### src/hdl/wld_pkg.sv
// Package for the worker load dispatcher: codes, sizes and sequencer types.
`timescale 1ns / 1ps
`default_nettype none
package wld_pkg;

  // Default sizes and register reset values
  localparam int WORKER_SLOTS_DEF   = 8;
  localparam int QUEUE_DEPTH_DEF    = 32;
  localparam int THREAD_LIMIT_DEF   = 23;
  localparam int QUEUE_LIMIT_DEF    = 27;
  localparam int WORKER_LIMIT_DEF   = 8;
  localparam int HOLDING_LIMIT_DEF  = 25;
  localparam int LOAD_TOP           = 255;

  // Fixed field widths
  localparam int ACTION_W = 2;
  localparam int ID_W     = 16;
  localparam int RKIND_W  = 2;
  localparam int SLOT_W   = 3;
  localparam int OKIND_W  = 3;
  localparam int LOAD_W   = 8;
  localparam int CFG_IDX_W = 2;
  localparam int CFG_DATA_W = 8;

  // Input actions
  localparam logic [ACTION_W-1:0] ACT_REQUEST  = 2'd0;
  localparam logic [ACTION_W-1:0] ACT_RESPONSE = 2'd1;
  localparam logic [ACTION_W-1:0] ACT_ONLINE   = 2'd2;
  localparam logic [ACTION_W-1:0] ACT_TICK     = 2'd3;

  // Request kinds
  localparam logic [RKIND_W-1:0] RK_NORMAL   = 2'd0;
  localparam logic [RKIND_W-1:0] RK_URGENT   = 2'd1;
  localparam logic [RKIND_W-1:0] RK_DEFERRED = 2'd2;

  // Result kinds
  localparam logic [OKIND_W-1:0] RES_DISPATCH = 3'd0;
  localparam logic [OKIND_W-1:0] RES_SPAWN    = 3'd1;
  localparam logic [OKIND_W-1:0] RES_RETIRE   = 3'd2;
  localparam logic [OKIND_W-1:0] RES_READY    = 3'd3;
  localparam logic [OKIND_W-1:0] RES_DEFERRED = 3'd4;
  localparam logic [OKIND_W-1:0] RES_NONE     = 3'd5;

  // Configuration register indexes
  localparam logic [CFG_IDX_W-1:0] CFG_THREAD_LIMIT  = 2'd0;
  localparam logic [CFG_IDX_W-1:0] CFG_QUEUE_LIMIT   = 2'd1;
  localparam logic [CFG_IDX_W-1:0] CFG_WORKER_LIMIT  = 2'd2;
  localparam logic [CFG_IDX_W-1:0] CFG_HOLDING_LIMIT = 2'd3;

  // Sequencer states
  typedef enum logic [3:0] {
    S_IDLE,
    S_SCAN,
    S_DECIDE,
    S_SPAWN,
    S_NORM,
    S_DEFER,
    S_RETIRE,
    S_RD,
    S_RDATA,
    S_DISP,
    S_READY,
    S_DONE
  } state_t;

  // What a dispatch step does after it fires
  typedef enum logic [2:0] {
    M_SINGLE,
    M_URGENT,
    M_BUDGET,
    M_FLUSH
  } mode_t;

endpackage
`default_nettype wire

### src/hdl/wld_ram.sv
// Generic single-write, single-read RAM with registered read data.
`timescale 1ns / 1ps
`default_nettype none
module wld_ram #(
  parameter int WIDTH = 16,
  parameter int DEPTH = 32
) (
  input  wire logic                     clk,
  input  wire logic                     we,
  input  wire logic [$clog2(DEPTH)-1:0] waddr,
  input  wire logic [WIDTH-1:0]         wdata,
  input  wire logic [$clog2(DEPTH)-1:0] raddr,
  output logic      [WIDTH-1:0]         rdata
);

  logic [WIDTH-1:0] mem [DEPTH];

  always_ff @(posedge clk) begin
    if (we) begin
      mem[waddr] <= wdata;
    end
    rdata <= mem[raddr];
  end

endmodule
`default_nettype wire

### src/hdl/worker_load_dispatcher_unit.sv
// Worker load dispatcher top level: load table, holding queue and sequencer.
//
// Usage: one input request per item on in_* (action and request kind in
// in_tuser, request id and worker slot in in_tdata). Each item yields one or
// more results on out_* (result kind in out_tuser, tag and slot in
// out_tdata); out_tlast marks the final result of an item, and an item with
// nothing to report yields a single "none" result.
// Timing: every item first scans all worker slots, one slot per cycle.
// Draining the queue against a budget reads the first drained request
// through the RAM (read, data, dispatch); each further one rescans the
// slots first; a worker coming online flushes the queue, reading and
// dispatching one entry at a time.
// The next item is taken once the last result of the current one sits in the
// output register. The holding queue lives in a RAM with registered read data.
// Reset (rst_n low, synchronous): loads and presence clear, queue empties,
// one worker spawn is counted as outstanding, registers take their defaults.
// Stall: with out_tready low the sequencer holds, at most one result parked behind
// the output register; the user writes configuration only when idle; not enforced.
`timescale 1ns / 1ps
`default_nettype none
module worker_load_dispatcher_unit #(
  parameter int WORKER_SLOTS = wld_pkg::WORKER_SLOTS_DEF,
  parameter int QUEUE_DEPTH  = wld_pkg::QUEUE_DEPTH_DEF
) (
  input  wire logic                          clk,
  input  wire logic                          rst_n,
  // request input
  input  wire logic                          in_tvalid,
  output logic                               in_tready,
  input  wire logic [23:0]                   in_tdata,  // request_id, worker_slot, pad
  input  wire logic [3:0]                    in_tuser,  // action, request_kind
  // result output
  output logic                               out_tvalid,
  input  wire logic                          out_tready,
  output logic      [23:0]                   out_tdata, // request_tag, target_slot, pad
  output logic      [2:0]                    out_tuser, // result_kind
  output logic                               out_tlast,
  // configuration writes
  input  wire logic                          cfg_we,
  input  wire logic [wld_pkg::CFG_IDX_W-1:0] cfg_addr,
  input  wire logic [wld_pkg::CFG_DATA_W-1:0] cfg_wdata
);
  import wld_pkg::*;

  localparam int SW   = (WORKER_SLOTS > 1) ? $clog2(WORKER_SLOTS) : 1;
  localparam int PW   = $clog2(WORKER_SLOTS + 1);
  localparam int QW   = $clog2(QUEUE_DEPTH);
  localparam int CW   = $clog2(QUEUE_DEPTH + 1);
  localparam int SUMW = LOAD_W + PW;

  // Configuration
  logic [7:0] thread_limit_r, queue_limit_r;
  logic [3:0] worker_limit_r;
  logic [4:0] holding_limit_r;

  // Architectural state
  logic [LOAD_W-1:0] load_r [WORKER_SLOTS];
  logic [LOAD_W-1:0] load_nxt [WORKER_SLOTS];
  logic [WORKER_SLOTS-1:0] present_r, present_nxt;
  logic [QW-1:0] head_r, head_nxt;
  logic [CW-1:0] count_r, count_nxt;
  logic spawn_pend_r, spawn_pend_nxt;
  logic ready_sent_r, ready_sent_nxt;

  // Sequencer
  state_t state_r, state_nxt;
  mode_t  mode_r, mode_nxt;
  logic rescan_r, rescan_nxt;
  logic [ACTION_W-1:0] act_r, act_nxt;
  logic [RKIND_W-1:0]  kind_r, kind_nxt;
  logic [ID_W-1:0]     id_r, id_nxt;
  logic [SLOT_W-1:0]   slot_r, slot_nxt;
  logic [ID_W-1:0]     tag_r, tag_nxt;
  logic [SUMW-1:0]     budget_r, budget_nxt;

  // Scan accumulators
  logic [SW-1:0]   sc_r, sc_nxt;
  logic [PW-1:0]   pcnt_r, pcnt_nxt;
  logic [SW-1:0]   lp_r, lp_nxt, tb_r, tb_nxt, mn_r, mn_nxt, zi_r, zi_nxt;
  logic            lp_v_r, lp_v_nxt, zi_v_r, zi_v_nxt;
  logic [SUMW-1:0] idle_r, idle_nxt, qsum_r, qsum_nxt;
  logic [LOAD_W-1:0] tb_best_r, tb_best_nxt;
  logic [LOAD_W:0]   mn_best_r, mn_best_nxt;

  // Result staging: one parked result behind the output register
  logic pend_v_r, pend_v_nxt;
  logic [OKIND_W-1:0] pend_kind_r, pend_kind_nxt;
  logic [ID_W-1:0]    pend_tag_r, pend_tag_nxt;
  logic [SLOT_W-1:0]  pend_slot_r, pend_slot_nxt;
  logic out_v_r;
  logic [OKIND_W-1:0] out_kind_r;
  logic [ID_W-1:0]    out_tag_r;
  logic [SLOT_W-1:0]  out_slot_r;
  logic out_last_r;

  // Queue RAM
  logic           q_we;
  logic [QW-1:0]  q_waddr;
  logic [ID_W-1:0] q_wdata, q_rdata;

  logic out_free, emit_ok, emit_c, finish_c;
  logic [OKIND_W-1:0] emit_kind;
  logic [ID_W-1:0]    emit_tag;
  logic [SLOT_W-1:0]  emit_slot;

  logic [SW-1:0] best_c, slot_idx, tgt_c;
  logic slot_ok;
  logic [LOAD_W-1:0] sc_load;
  logic sc_pres;
  logic [31:0] tail_sum;
  logic q_full;
  logic [CW-1:0] cnt_after;
  logic [SUMW-1:0] budget_sel;

  wld_ram #(.WIDTH(ID_W), .DEPTH(QUEUE_DEPTH)) u_queue (
    .clk  (clk),
    .we   (q_we),
    .waddr(q_waddr),
    .wdata(q_wdata),
    .raddr(head_r),
    .rdata(q_rdata)
  );

  // Handshake helpers
  assign in_tready = (state_r == S_IDLE);
  assign out_free  = !out_v_r || out_tready;
  assign emit_ok   = !pend_v_r || out_free;

  // Best slot from the last scan
  assign best_c   = (idle_r != '0) ? ((tb_best_r != '0) ? tb_r : lp_r) : mn_r;
  assign slot_idx = SW'(slot_r);
  assign slot_ok  = (32'(slot_r) < WORKER_SLOTS);
  assign sc_load  = load_r[sc_r];
  assign sc_pres  = present_r[sc_r];

  // Queue tail address and fill
  assign tail_sum  = (32'(head_r) + 32'(count_r) >= QUEUE_DEPTH) ?
                     (32'(head_r) + 32'(count_r) - QUEUE_DEPTH) :
                     (32'(head_r) + 32'(count_r));
  assign q_waddr   = QW'(tail_sum);
  assign q_full    = (32'(count_r) >= QUEUE_DEPTH);
  assign cnt_after = q_full ? count_r : count_r + CW'(1);

  always_comb begin
    case (mode_r)
      M_FLUSH:  tgt_c = slot_idx;
      M_URGENT: tgt_c = lp_r;
      default:  tgt_c = best_c;
    endcase
  end

  assign budget_sel = (idle_r != '0) ? idle_r : qsum_r;

  // Sequencer next state
  always_comb begin
    state_nxt      = state_r;
    mode_nxt       = mode_r;
    rescan_nxt     = rescan_r;
    act_nxt        = act_r;
    kind_nxt       = kind_r;
    id_nxt         = id_r;
    slot_nxt       = slot_r;
    tag_nxt        = tag_r;
    budget_nxt     = budget_r;
    load_nxt       = load_r;
    present_nxt    = present_r;
    head_nxt       = head_r;
    count_nxt      = count_r;
    spawn_pend_nxt = spawn_pend_r;
    ready_sent_nxt = ready_sent_r;
    sc_nxt         = sc_r;
    pcnt_nxt       = pcnt_r;
    lp_nxt         = lp_r;
    lp_v_nxt       = lp_v_r;
    tb_nxt         = tb_r;
    tb_best_nxt    = tb_best_r;
    mn_nxt         = mn_r;
    mn_best_nxt    = mn_best_r;
    zi_nxt         = zi_r;
    zi_v_nxt       = zi_v_r;
    idle_nxt       = idle_r;
    qsum_nxt       = qsum_r;
    q_we           = 1'b0;
    q_wdata        = id_r;
    emit_c         = 1'b0;
    emit_kind      = RES_NONE;
    emit_tag       = '0;
    emit_slot      = '0;
    finish_c       = 1'b0;

    unique case (state_r)
      S_IDLE: begin
        if (in_tvalid) begin
          act_nxt    = in_tuser[1:0];
          kind_nxt   = in_tuser[3:2];
          id_nxt     = in_tdata[15:0];
          slot_nxt   = in_tdata[18:16];
          rescan_nxt = 1'b0;
          state_nxt  = S_SCAN;
        end
        sc_nxt      = '0;
        pcnt_nxt    = '0;
        lp_v_nxt    = 1'b0;
        zi_v_nxt    = 1'b0;
        idle_nxt    = '0;
        qsum_nxt    = '0;
        tb_nxt      = '0;
        tb_best_nxt = '0;
        mn_nxt      = '0;
        mn_best_nxt = (LOAD_W+1)'(LOAD_TOP + 1);
      end

      // One slot per cycle: count, sums and candidate picks
      S_SCAN: begin
        if (sc_pres) begin
          pcnt_nxt = pcnt_r + PW'(1);
          if (!lp_v_r) begin
            lp_nxt   = sc_r;
            lp_v_nxt = 1'b1;
          end
          if (sc_load < thread_limit_r) begin
            idle_nxt = idle_r + SUMW'(thread_limit_r - sc_load);
            if (tb_best_r < sc_load) begin
              tb_nxt      = sc_r;
              tb_best_nxt = sc_load;
            end
          end
          if (sc_load < queue_limit_r) begin
            qsum_nxt = qsum_r + SUMW'(queue_limit_r - sc_load);
          end
          if ({1'b0, sc_load} < mn_best_r) begin
            mn_nxt      = sc_r;
            mn_best_nxt = {1'b0, sc_load};
          end
          if (sc_load == '0 && !zi_v_r) begin
            zi_nxt   = sc_r;
            zi_v_nxt = 1'b1;
          end
        end
        sc_nxt = sc_r + SW'(1);
        if (sc_r == SW'(WORKER_SLOTS - 1)) begin
          sc_nxt    = '0;
          state_nxt = rescan_r ? S_RD : S_DECIDE;
        end
      end

      S_DECIDE: begin
        state_nxt = S_DONE;
        unique case (act_r)
          ACT_REQUEST: begin
            if (kind_r == RK_URGENT) begin
              if (lp_v_r) begin
                tag_nxt   = id_r;
                mode_nxt  = M_URGENT;
                state_nxt = S_DISP;
              end else if (!q_full) begin
                q_we      = 1'b1;
                count_nxt = count_r + CW'(1);
              end
            end else if (kind_r == RK_DEFERRED) begin
              state_nxt = S_DEFER;
            end else if (pcnt_r == '0) begin
              if (!spawn_pend_r) begin
                state_nxt = S_SPAWN;
              end else if (!q_full) begin
                q_we      = 1'b1;
                count_nxt = count_r + CW'(1);
              end
            end else if (32'(pcnt_r) >= 32'(worker_limit_r)) begin
              tag_nxt   = id_r;
              mode_nxt  = M_SINGLE;
              state_nxt = S_DISP;
            end else begin
              budget_nxt = budget_sel;
              state_nxt  = (idle_r == '0 && !spawn_pend_r) ? S_SPAWN : S_NORM;
            end
          end
          ACT_RESPONSE: begin
            if (slot_ok && present_r[slot_idx] && load_r[slot_idx] != '0) begin
              load_nxt[slot_idx] = load_r[slot_idx] - LOAD_W'(1);
            end
          end
          ACT_ONLINE: begin
            if (slot_ok) begin
              spawn_pend_nxt        = 1'b0;
              present_nxt[slot_idx] = 1'b1;
              load_nxt[slot_idx]    = '0;
              mode_nxt              = M_FLUSH;
              state_nxt             = (count_r != '0) ? S_RD : S_READY;
            end
          end
          ACT_TICK: begin
            if (pcnt_r > PW'(1) && zi_v_r) begin
              state_nxt = S_RETIRE;
            end
          end
          default: state_nxt = S_DONE;
        endcase
      end

      // Spawn request; with no worker present the request then waits in the queue
      S_SPAWN: begin
        if (emit_ok) begin
          emit_c         = 1'b1;
          emit_kind      = RES_SPAWN;
          spawn_pend_nxt = 1'b1;
          if (pcnt_r == '0) begin
            if (!q_full) begin
              q_we      = 1'b1;
              count_nxt = count_r + CW'(1);
            end
            state_nxt = S_DONE;
          end else begin
            state_nxt = S_NORM;
          end
        end
      end

      // Normal request with a known budget
      S_NORM: begin
        if (budget_r != '0) begin
          if (count_r != '0) begin
            if (!q_full) begin
              q_we      = 1'b1;
              count_nxt = count_r + CW'(1);
            end
            mode_nxt  = M_BUDGET;
            state_nxt = S_RD;
          end else begin
            tag_nxt   = id_r;
            mode_nxt  = M_SINGLE;
            state_nxt = S_DISP;
          end
        end else begin
          if (!q_full) begin
            q_we      = 1'b1;
            count_nxt = count_r + CW'(1);
          end
          mode_nxt  = M_SINGLE;
          state_nxt = (32'(cnt_after) > 32'(holding_limit_r)) ? S_RD : S_DONE;
        end
      end

      S_DEFER: begin
        if (emit_ok) begin
          emit_c    = 1'b1;
          emit_kind = RES_DEFERRED;
          emit_tag  = id_r;
          state_nxt = S_DONE;
        end
      end

      S_RETIRE: begin
        if (emit_ok) begin
          emit_c            = 1'b1;
          emit_kind         = RES_RETIRE;
          emit_slot         = SLOT_W'(zi_r);
          present_nxt[zi_r] = 1'b0;
          state_nxt         = S_DONE;
        end
      end

      // Queue head read in flight
      S_RD: state_nxt = S_RDATA;

      S_RDATA: begin
        tag_nxt   = q_rdata;
        head_nxt  = (head_r == QW'(QUEUE_DEPTH - 1)) ? '0 : head_r + QW'(1);
        count_nxt = count_r - CW'(1);
        state_nxt = S_DISP;
      end

      // Dispatch one tag and raise the target's load
      S_DISP: begin
        if (emit_ok) begin
          emit_c    = 1'b1;
          emit_kind = RES_DISPATCH;
          emit_tag  = tag_r;
          emit_slot = SLOT_W'(tgt_c);
          if (load_r[tgt_c] != LOAD_W'(LOAD_TOP)) begin
            load_nxt[tgt_c] = load_r[tgt_c] + LOAD_W'(1);
          end
          state_nxt = S_DONE;
          if (mode_r == M_FLUSH) begin
            state_nxt = (count_r != '0) ? S_RD : S_READY;
          end else if (mode_r == M_BUDGET) begin
            budget_nxt = budget_r - SUMW'(1);
            if (budget_r != SUMW'(1) && count_r != '0) begin
              rescan_nxt  = 1'b1;
              sc_nxt      = '0;
              pcnt_nxt    = '0;
              lp_v_nxt    = 1'b0;
              zi_v_nxt    = 1'b0;
              idle_nxt    = '0;
              qsum_nxt    = '0;
              tb_nxt      = '0;
              tb_best_nxt = '0;
              mn_nxt      = '0;
              mn_best_nxt = (LOAD_W+1)'(LOAD_TOP + 1);
              state_nxt   = S_SCAN;
            end
          end
        end
      end

      S_READY: begin
        if (!ready_sent_r) begin
          if (emit_ok) begin
            emit_c         = 1'b1;
            emit_kind      = RES_READY;
            ready_sent_nxt = 1'b1;
            state_nxt      = S_DONE;
          end
        end else begin
          state_nxt = S_DONE;
        end
      end

      // Release the parked result, or a none result, as the last one
      S_DONE: begin
        if (out_free) begin
          finish_c  = 1'b1;
          state_nxt = S_IDLE;
        end
      end

      default: state_nxt = S_IDLE;
    endcase
  end

  // Result staging next values
  always_comb begin
    pend_v_nxt    = pend_v_r;
    pend_kind_nxt = pend_kind_r;
    pend_tag_nxt  = pend_tag_r;
    pend_slot_nxt = pend_slot_r;
    if (emit_c) begin
      pend_v_nxt    = 1'b1;
      pend_kind_nxt = emit_kind;
      pend_tag_nxt  = emit_tag;
      pend_slot_nxt = emit_slot;
    end else if (finish_c) begin
      pend_v_nxt = 1'b0;
    end
  end

  // Output register
  always_ff @(posedge clk) begin
    if (!rst_n) begin
      out_v_r <= 1'b0;
    end else if ((emit_c && pend_v_r) || finish_c) begin
      out_v_r <= 1'b1;
    end else if (out_tready) begin
      out_v_r <= 1'b0;
    end
    if (emit_c && pend_v_r) begin
      out_kind_r <= pend_kind_r;
      out_tag_r  <= pend_tag_r;
      out_slot_r <= pend_slot_r;
      out_last_r <= 1'b0;
    end else if (finish_c) begin
      out_kind_r <= pend_v_r ? pend_kind_r : RES_NONE;
      out_tag_r  <= pend_v_r ? pend_tag_r : '0;
      out_slot_r <= pend_v_r ? pend_slot_r : '0;
      out_last_r <= 1'b1;
    end
  end

  assign out_tvalid = out_v_r;
  assign out_tuser  = out_kind_r;
  assign out_tdata  = {5'b0, out_slot_r, out_tag_r};
  assign out_tlast  = out_last_r;

  // Configuration registers
  always_ff @(posedge clk) begin
    if (!rst_n) begin
      thread_limit_r  <= 8'(THREAD_LIMIT_DEF);
      queue_limit_r   <= 8'(QUEUE_LIMIT_DEF);
      worker_limit_r  <= 4'(WORKER_LIMIT_DEF);
      holding_limit_r <= 5'(HOLDING_LIMIT_DEF);
    end else if (cfg_we) begin
      unique case (cfg_addr)
        CFG_THREAD_LIMIT:  thread_limit_r  <= cfg_wdata;
        CFG_QUEUE_LIMIT:   queue_limit_r   <= cfg_wdata;
        CFG_WORKER_LIMIT:  worker_limit_r  <= cfg_wdata[3:0];
        CFG_HOLDING_LIMIT: holding_limit_r <= cfg_wdata[4:0];
        default: ;
      endcase
    end
  end

  // Control and state registers
  always_ff @(posedge clk) begin
    if (!rst_n) begin
      state_r      <= S_IDLE;
      mode_r       <= M_SINGLE;
      rescan_r     <= 1'b0;
      present_r    <= '0;
      head_r       <= '0;
      count_r      <= '0;
      spawn_pend_r <= 1'b1;
      ready_sent_r <= 1'b0;
      pend_v_r     <= 1'b0;
      for (int i = 0; i < WORKER_SLOTS; i++) begin
        load_r[i] <= '0;
      end
    end else begin
      state_r      <= state_nxt;
      mode_r       <= mode_nxt;
      rescan_r     <= rescan_nxt;
      present_r    <= present_nxt;
      head_r       <= head_nxt;
      count_r      <= count_nxt;
      spawn_pend_r <= spawn_pend_nxt;
      ready_sent_r <= ready_sent_nxt;
      pend_v_r     <= pend_v_nxt;
      load_r       <= load_nxt;
    end
  end

  // Payload and scan registers
  always_ff @(posedge clk) begin
    act_r       <= act_nxt;
    kind_r      <= kind_nxt;
    id_r        <= id_nxt;
    slot_r      <= slot_nxt;
    tag_r       <= tag_nxt;
    budget_r    <= budget_nxt;
    sc_r        <= sc_nxt;
    pcnt_r      <= pcnt_nxt;
    lp_r        <= lp_nxt;
    lp_v_r      <= lp_v_nxt;
    tb_r        <= tb_nxt;
    tb_best_r   <= tb_best_nxt;
    mn_r        <= mn_nxt;
    mn_best_r   <= mn_best_nxt;
    zi_r        <= zi_nxt;
    zi_v_r      <= zi_v_nxt;
    idle_r      <= idle_nxt;
    qsum_r      <= qsum_nxt;
    pend_kind_r <= pend_kind_nxt;
    pend_tag_r  <= pend_tag_nxt;
    pend_slot_r <= pend_slot_nxt;
  end

`ifndef SYNTHESIS
  a_count_bound: assert property (@(posedge clk) disable iff (!rst_n)
    32'(count_r) <= QUEUE_DEPTH)
    else $error("holding queue count above depth");
  a_idle_clean: assert property (@(posedge clk) disable iff (!rst_n)
    state_r == S_IDLE |-> !pend_v_r)
    else $error("result parked while idle");
  a_accept_scan: assert property (@(posedge clk) disable iff (!rst_n)
    in_tvalid && in_tready |=> state_r == S_SCAN && !rescan_r)
    else $error("accepted request did not start a scan");
  a_finish_last: assert property (@(posedge clk) disable iff (!rst_n)
    finish_c |=> out_tvalid && out_tlast && state_r == S_IDLE)
    else $error("item end without a last result");
`endif

endmodule
`default_nettype wire

### config.mk
export PLATFORM = sky130hd
export DESIGN_NAME = worker_load_dispatcher_unit
export DESIGN_NICKNAME = d
export VERILOG_FILES = /design/src/hdl/wld_pkg.sv /design/src/hdl/wld_ram.sv /design/src/hdl/worker_load_dispatcher_unit.sv
export SDC_FILE = /design/constraint.sdc
export NUM_CORES = 1
export LEC_CHECK = 0
export BUFFER_PORTS_ARGS = -buffer_cell sky130_fd_sc_hd__buf_4
export CAP_MARGIN = 10
export CORE_UTILIZATION = 30
export DETAILED_ROUTE_END_ITERATION = 7
export PLACE_DENSITY_LB_ADDON = 0.05
export SLEW_MARGIN = 20
export SYNTH_ARGS = -nofsm -noshare
export SYNTH_HDL_FRONTEND = slang
export SYNTH_SLANG_ARGS = --single-unit
### constraint.sdc
create_clock -name clk -period 14.3 [get_ports clk]
set_input_delay 4.29 -clock clk [delete_from_list [all_inputs] [get_ports clk]]
set_output_delay 4.29 -clock clk [all_outputs]
set_load 0.02 [all_outputs]
# Yosys cells after proc, flatten, opt, wreduce, memory -nomap -nowiden
# Memories as Yosys holds them, arrays and structs flattened. A register that Yosys moved wholly into a read port is not among the register bits.
# Cells that the tools add are included.
# totals
regBits,278
ram_bits,512
in_bits,43
out_inout_bits,30
word_cells,430
memories,1
# classes
addsub,14
n_lt_le_gt_ge,19
eq_ne,66
muxes,210
bitwise,9
n_reduce_logical,64
# memory_table
memory,depth,width,read_ports,rd_ports_with_merged_regs,wr,line_no,rtl
u_queue.mem,32,16,1,1,1,wld_ram.sv:16,logic [WIDTH-1:0] mem [DEPTH];
# op_table
cell,n
$pmux 64 s2,2
$mux 16,13
$mux 12,17
$mux 64,3
$mux 8,17
$bwmux 64,2
$mux 4,26
$mux 3,33
$bmux 8 s3,3
$pmux 12 s3,2
$mux 6,11
$and 64x64->64,1
$not 64->64,1
$mux 9,6
$demux 8 s3,2
$pmux 16 s3,1
$ne 2x2->1 const B,23
$pmux 4 s11,1
$mux 1,41
$pmux 16 s2,1
$reduce_and 7->1,4
$ne 3x3->1 const B,9
$pmux 3 s3,3
$pmux 9 s3,1
other kinds (77),159

# Longest topological paths before layout
# Gate-level depths: netlist of the first run.
# depth
word_depth,13
ltp_mapped,21
depth_no_buf,20

# Hierarchy
# A second synthesis of the first run with hierarchy kept.
# hier_totals
cells_unflattened,3168
area_unflattened_um2,38826.0
# modules_own_cells
module,n_inst,cells_each,area_per_inst_um2,seq_area_each_um2
wld_ram,1,1143,20534.7,15695.1
worker_load_dispatcher_unit,1,2025,18291.3,7116.8

# Least setup slack after synthesis of the first run
# No wires, ideal clock.
# synth_path
kind,input port to flip-flop
from,input port out_tready
to,register out_slot_r[0] (enable)
setup_time_ns,0.380
arrival_ns,6.763
required_ns,13.920
path_slack_ns,7.158
path_stages,7
n_path_buf,2
cell_sequence,nor2b_1 > and2_1 > clkbuf_1 > clkbuf_1 > a21oi_1 > nand2_1 > nand2_1
# synth_via
elab_chain_cells,7
word_cells_on_any_way,9
classes_between,mux: 5; reduce/logical: 4
# synth_rtl
item,line_no,rtl
start: declaration,worker_load_dispatcher_unit.sv:34,"input wire logic out_tready,"
$logic_or 1x1->1 *,worker_load_dispatcher_unit.sv:126,assign out_free = !out_v_r || out_tready;
$logic_or 1x1->1 *,worker_load_dispatcher_unit.sv:127,assign emit_ok = !pend_v_r || out_free;
$mux 1 *,--,
$mux 1,worker_load_dispatcher_unit.sv:407,if (!ready_sent_r) begin
$pmux 1 s2 *,worker_load_dispatcher_unit.sv:191,unique case (state_r)
named net emit_c,worker_load_dispatcher_unit.sv:101,"logic out_free, emit_ok, emit_c, finish_c;"
$logic_and 1x1->1 *,worker_load_dispatcher_unit.sv:456,if (emit_c && pend_v_r) begin
$reduce_bool 2->1 (no line) *,--,
end signal: assignment,worker_load_dispatcher_unit.sv:459,out_slot_r <= pend_slot_r;
end signal: assignment,worker_load_dispatcher_unit.sv:464,out_slot_r <= pend_v_r ? pend_slot_r : '0;
end: declaration,worker_load_dispatcher_unit.sv:93,logic [SLOT_W-1:0] out_slot_r;
# Mark *: on every way through the listed nets, which the timed path passes. The rest lies on a longest branch.
# A chain may end at the register's enable or synchronous reset.

# Final worst setup path of the first run
# layout_path
from,input port out_tready
to,register mn_r[0] (enable)
# layout_via
elab_chain_cells,4
# layout_rtl
item,line_no,rtl
$logic_or 1x1->1,worker_load_dispatcher_unit.sv:126,
$logic_or 1x1->1,worker_load_dispatcher_unit.sv:127,
$ne 2x2->1 (no line),--,
$reduce_and 7->1 (no line),--,
end signal: assignment,worker_load_dispatcher_unit.sv:535,mn_r <= mn_nxt;
end: declaration,worker_load_dispatcher_unit.sv:79,"logic [SW-1:0] lp_r, lp_nxt, tb_r, tb_nxt, mn_r, mn_nxt, zi_r, zi_nxt;"
# No other way between the ends.

==> impl_metrics.py, run 1 <==
metrics = {
    "timing": {
        "max_slew_margin": 0.1904,
        "setup_violations": 0,
        "finalHoldViolCount": 0,
        "finalSetupTns_ns": 0,
        "fmax_ghz": 0.1470,
        "slew_viol_final": 0,
        "finalClockSkew_ns": 0.05790,
        "rsz0062_at_grt": "false",
        "min_period_over_period": 0.4758,
        "layout_min_cycle_time_ns": 6.804,
        "tightest_slew_ns": 1.214,
    },
    "global_route": {
        "grt_pass1_wl_um": 182300,
        "grt_max_degree": 76,
        "antenna_found_initial": 0,
        "grt_pass1_vias": 25652,
        "grt_overflow": 0,
        "grt_usage": 0.1957,
    },
    "floorplanning": {
        "dieHeight_um": 358.6,
        "die_area_um2": 128600,
        "io_pins": 73,
        "core_area_um2": 125900,
        "die_w_um": 358.6,
        "start_util": 0.3030,
        "row_count": 130,
    },
    "place": {
        "dpl.hpwl_um": 81120,
        "port_buffers": 62,
        "dpl_cell_area_um2": 40790,
        "gp_congestion": 0.9001,
    },
    "layout": {
        "area_growth_pct": 15.81,
        "final_common_cell": "edfxtp_1",
        "finish.instance_area_um2": 44170,
        "final_cell_mix": "669 x edfxtp_1, 224 x nand2_1, 215 x a21oi_1",
        "drive_above_1_share": 0.2030,
        "layout.nets": 3059,
    },
    "clock_tree": {
        "cts.htree.levels": 3,
        "cts_max_path_buffers": 3,
        "clk_pin_slew_ns": 0.06,
        "numCtsBuffers": 92,
        "root_buffer": "clkbuf_16",
        "cts_resized": 0,
        "cts_tree": "yes",
        "cts_sinks": 805,
        "hold_buffers": 0,
        "cts_setup_buffers": 0,
        "insertion_delay_ns": 0.71,
    },
    "critical_path": {
        "cp_slowest_cell": "a221oi_1",
        "crit_type": "input pin to register",
        "cpLargestDelayFamily": "compound AO/OA/AOI/OAI gates",
        "worstPathArrival_ns": 7.14,
        "r2r_slack_ns": 8.42,
        "cp_cell_sequence": "buf_4 -> nor2b_1 -> and2_1 -> buf_4 -> a221oi_1 -> o21ai_0 -> inv_1 -> o31a_1",
        "critPathLaunchType": "input pin",
        "max_stage_delay_ns": 0.65,
        "crit_top_cell": "buf_4",
        "crit_buf_inv": 3,
        "path_max_fanout": 18,
        "critPathRequiredTime_ns": 14.64,
        "worstSetupEndpointType": "register",
    },
    "detailed_routing": {
        "drc": 0,
        "routedWlPerCell_um": 27.03,
        "ant_nets": 0,
        "drt_iter0_drc": 2412,
        "routed_wl_um": 125900,
        "drt-pass1-iter-count": 7,
        "dr_total_vias": 25558,
        "vias_per_cell": 5.487,
    },
    "yosys": {
        "ys_ff_latch": 805,
        "ys_seq_area_frac": 0.5980,
        "synthCells": 2850,
        "synth-edff-count": 669,
        "yosysUniqueCellTypes": 92,
        "syn_area_um2": 38140,
        "ys.flop_type": "edfxtp_1",
        "async_reset_ff_frac": 0,
        "avgSynthCellArea_um2": 13.38,
        "ys_warn_count": 0,
    },
    "flow_run": {
        "maxCapViolCount": 0,
    },
    "pwr": {
        "total_power_mw": 8.809,
        "powerDensity_nw_per_um2": 199.4,
        "ir_drop_uv": 97.45,
        "p_leak_nw": 14.57,
    },
    "worst_hold_path": {
        "hold_path_class": "register to register",
    },
    "run_status": {
        "status": "finished, final reports clean",
    },
}
[kinds of logic (layout without fill, tap and decap cells)]
family | after synthesis | after routing | synth area share
compound gates | 625 | 625 | 0.1066
xor+xnor | 58 | 58 | 0.01332
other cells | 1 | 8 | 0.00009831
mux | 248 | 248 | 0.1263
fa+ha+maj | 88 | 88 | 0.02985
flops | 805 | 805 | 0.5980
simple gates | 777 | 777 | 0.09982
buf+inv | 248 | 399 | 0.02601
[power breakdown]
| group | internal, mW | leakage [nW] | switching [mW] | total, mW |
|---|---|---|---|---|
| logic | 1.05 | 5.78 | 2.00 | 3.05 |
| clock network | 1.46 | 1.56 | 1.02 | 2.48 |
| registers | 2.95 | 7.23 | 0.325 | 3.28 |
[metrics by stage]
stage               cells  setup slack (ns)  hold WS [ns]    util
floorplan            2854             7.158        0.4446       -
finish               4658             7.496        0.4823  0.3509
detailed placement   4474             6.699        0.4689  0.3240
global placement     4474             6.797        0.4681  0.3238
global route         4655             7.289        0.5143  0.3508
CTS                  4645             7.497        0.4885  0.3493
[cell usage after synthesis (7+ instances only)]
cell type	number	area share
xnor2_1	37	0.0085
a22oi_1	7	0.0014
nand4_1	16	0.0026
o22ai_1	29	0.0048
mux2_2	22	0.0065
a221oi_1	7	0.0016
nand2_1	224	0.022
o21a_1	10	0.0020
a31oi_1	34	0.0056
a21o_1	19	0.0037
and3_1	26	0.0043
nand2b_1	25	0.0041
o21ai_0	83	0.011
edfxtp_1	669	0.53
mux4_2	184	0.11
or4_1	8	0.0016
a211oi_1	62	0.012
nor2b_1	16	0.0026
nor4_1	11	0.0018
o21bai_1	16	0.0031
or3_1	10	0.0016
and2_1	31	0.0051
buf_2	13	0.0017
o31ai_1	23	0.0045
clkbuf_1	120	0.012
a22o_1	19	0.0044
o211ai_1	8	0.0016
nand3_1	84	0.011
nor2_1	184	0.018
xor2_1	21	0.0048
dfxtp_1	136	0.071
a2111oi_0	9	0.0021
ha_1	83	0.027
mux2i_1	41	0.011
a21oi_1	216	0.028
buf_1	35	0.0034
inv_1	70	0.0069
nor3_1	88	0.012
a311oi_1	18	0.0041
buf_4	8	0.0016
[state kept, by name, summed over array words and instances (netlist names), 9 cells and up]
signal and cells:
tag_r 16, out_tag_r 16, idle_r 12, u_queue.rdata 16, mn_best_r 9, load_r 64, id_r 16, pend_tag_r 16
u_queue.mem 512, budget_r 12, qsum_r 12
[metal layers]
layer / part of all wire / GRT usage / up-vias
met3: 0.055 / 0.03193 / 231
li1: - / - / 11303
met1: 0.43 / 0.2572 / 13115
met5: 0 / 0 / -
met2: 0.49 / 0.3282 / 909
met4: 0.032 / 0.06381 / 0
[worst paths after layout]
kind	startpoint	end	cells past startpoint
max reg2reg	sc_r[0]	qsum_r[11]	18
min	holding_limit_r[4]	holding_limit_r[4]	2
min reg2reg	holding_limit_r[4]	holding_limit_r[4]	2
max	out_tready	mn_r[0]	8
[worst min-delay path, delay by kind of cell, from the launching register on]
kind / cells / cell delay [ns]
flip-flops: 1 / 0.33
AND/OR/NAND/NOR: 1 / 0.06
multiplexers: 1 / 0.07
[area by class of cell]
class | instances | area (µm²)
fill | 12269 | 81720
sequential | 805 | 22820
multi-input combinational | 1801 | 14540
clock buffer | 116 | 2534
tap | 1650 | 2064
timing repair buffer | 158 | 1286
clock inverter | 55 | 651.9
inverter | 70 | 262.8
antenna | 3 | 7.507
Note: power is estimated with default switching activity, not from simulation.
==> run 2, diff against run 1 <==
==> constraint.sdc (replaced) <==
create_clock -name clk -period 5.57 [get_ports clk]
set_input_delay 1.671 -clock clk [delete_from_list [all_inputs] [get_ports clk]]
set_output_delay 1.671 -clock clk [all_outputs]
set_load 0.02 [all_outputs]
==> run 2 against run 1 <==
  * First-iteration DRC count down 5.4%
  * Routed wire length up 1.4%
  * Power rose to 2.5 times the previous value
  * Worst setup slack worse by 7.0 ns
  * Via count about the same
  * Die area unchanged
  * Critical endpoint is now idle_r[11]
==> impl_metrics.py, run 2 (synthesis results as in run 1) <==
metrics = {
    "critical_path": {
        "worstSetupEndpointType": "register",
        "cp_slowest_cell": "fa_1",
        "crit_buf_inv": 3,
        "cpLargestDelayFamily": "compound AO/OA/AOI/OAI gates",
        "crit_type": "register to register",
        "crit_top_cell": "a21oi_1",
        "worstPathArrival_ns": 5.47,
        "max_stage_delay_ns": 0.57,
        "path_max_fanout": 6,
        "critPathRequiredTime_ns": 5.97,
        "critPathLaunchType": "register",
        "cp_cell_sequence": "buf_12 -> mux4_2 -> mux2i_1 -> inv_1 -> fa_1 -> inv_1 -> ha_1 -> a21o_1 -> a21oi_1 -> o21bai_1 -> a21oi_1 -> o21bai_1 -> a21oi_1 -> o21bai_1 -> a2111oi_1 -> or4_1 -> a21oi_1",
    },
    "floorplanning": {
        "die_w_um": 358.6,
        "row_count": 130,
        "start_util": 0.3030,
        "dieHeight_um": 358.6,
        "core_area_um2": 125900,
        "die_area_um2": 128600,
        "io_pins": 73,
    },
    "detailed_routing": {
        "wl_met1_um": 52810,
        "routed_wl_um": 127600,
        "dr_total_vias": 25559,
        "routedWlPerCell_um": 27.00,
        "top_layer": "met4",
        "ant_nets": 0,
        "vias_per_cell": 5.409,
        "drc": 0,
        "dr_wl_met3_um": 6170,
        "drt_iter0_drc": 2281,
        "drt-pass1-iter-count": 6,
        "wl_met2_um": 63670,
    },
    "pwr": {
        "ir_drop_uv": 259.3,
        "p_sw_frac": 0.3819,
        "powerDensity_nw_per_um2": 500.1,
        "p_int_mw": 13.75,
        "p_switching_mw": 8.492,
        "power_frac_seq": 0.377,
        "clkPwrFrac": 0.263,
        "comb_power_share": 0.360,
        "p_leak_nw": 14.79,
    },
    "layout": {
        "largest_register_ffs": 512,
        "layout.nets": 3126,
        "top_regs": "u_queue.mem: 512 flops, load_r: 64 flops",
        "largest_register": "u_queue.mem",
        "fill_cells": 12250,
        "final_cell_mix": "669 x edfxtp_1, 224 x nand2_1, 215 x a21oi_1",
        "final_common_cell": "edfxtp_1",
        "area_growth_pct": 16.58,
        "drive_above_1_share": 0.2115,
    },
    "timing": {
        "tightest_slew_ns": 1.143,
        "layout_min_cycle_time_ns": 5.068,
        "max_slew_margin": 0.2319,
        "slew_viol_final": 0,
        "final.setup.worst_slack_ns": 0.5022,
        "finalHoldViolCount": 0,
        "fmax_ghz": 0.1973,
        "finalClockSkew_ns": 0.05078,
        "min_period_over_period": 0.9098,
        "finalSetupTns_ns": 0,
        "rsz0062_at_grt": "false",
        "setup_violations": 0,
    },
    "global_route": {
        "grt_pass1_vias": 26391,
        "antenna_found_initial": 3,
        "grt_overflow": 0,
        "grt_max_degree": 84,
        "grt_pass1_wl_um": 185000,
        "grt_usage": 0.1997,
    },
    "clock_tree": {
        "cts_tree": "yes",
        "cts.htree.levels": 3,
        "root_buffer": "clkbuf_16",
        "cts_max_path_buffers": 3,
        "clk_pin_slew_ns": 0.06,
        "numCtsBuffers": 95,
        "insertion_delay_ns": 0.71,
        "hold_buffers": 0,
        "cts_sinks": 805,
    },
    "worst_hold_path": {
        "hold_path_class": "register to register",
    },
    "place": {
        "gp_congestion": 0.8910,
        "dpl.hpwl_um": 82540,
        "dp_slack_ns": 0.2139,
        "port_buffers": 62,
    },
    "flow_run": {
        "maxCapViolCount": 0,
    },
    "run_status": {
        "status": "finished, final reports clean",
    },
}
## run 2: cell count changes in the layout (fill, tap and decap cells not counted), sizes merged
cell,previous run,this run
clkinv,35,52
inv,73,70
clkbuf,116,121
clkinvlp,6,2
buf,158,222
diode,3,2
bufinv,11,0
## run 2: stage by stage
step | util | instances | power [mW] | hold slack (ns) | instance area, µm²
global route | 0.3532 | 4723 | 23.46 | 0.5116 | 44460
detailed placement | 0.3285 | 4537 | 16.40 | 0.4756 | 41360
CTS | 0.3517 | 4712 | 22.37 | 0.4893 | 44270
global placement | 0.3280 | 4534 | 16.24 | 0.4644 | 41290
floorplan | - | 2854 | 13.31 | 0.4446 | 38160
finish | 0.3532 | 4725 | 22.24 | 0.4836 | 44470
## run 2: tightest hold or removal path: stages, from the launching register on
cell and delay [ns]:
dfxtp_1 0.33, mux2i_1 0.07, nand2_1 0.06
## run 2: final cells by class
type | instances | area [µm²] | area share
diodes | 2 | 5.005 | 0.0001125
clock buffers | 121 | 2536 | 0.05703
clock inverters | 54 | 381.6 | 0.008582
inverters | 70 | 264.0 | 0.005937
multi-input cells | 1801 | 14550 | 0.3272
flip-flops and latches | 805 | 22820 | 0.5132
well taps | 1650 | 2064 | 0.04643
repair buffers | 222 | 1844 | 0.04147
## run 2: path summary, 6_finish.rpt
path                      start                  to  slack, ns  depth (start not counted)
max                     sc_r[0]          idle_r[11]       0.50                         17
min          holding_limit_r[4]  holding_limit_r[4]       0.48                          2
max reg2reg             sc_r[0]          idle_r[11]       0.50                         17
min reg2reg  holding_limit_r[4]  holding_limit_r[4]       0.48                          2
## run 2: timing repair
action / CTS / global route
setup buffers: 0 / 2
gates resized for setup: 0 / 2
endpoints found under the setup margin: 0 / 2
## run 2: metal layers
metal | GRT usage | vias up
li1 | - | 11454
met1 | 0.2509 | 13025
met2 | 0.3464 | 832
met3 | 0.02939 | 248
met4 | 0.07508 | 0
met5 | 0 | -
## run 2: power by group through the flow
stage	combinational (mW)	sequential (mW)	clock (mW)
floorplan	5.15	8.16	0
global placement	7.62	8.62	0
detailed placement	7.78	8.62	0
global route	8.73	8.46	6.26
finish	8.00	8.39	5.85
CTS	7.82	8.50	6.05
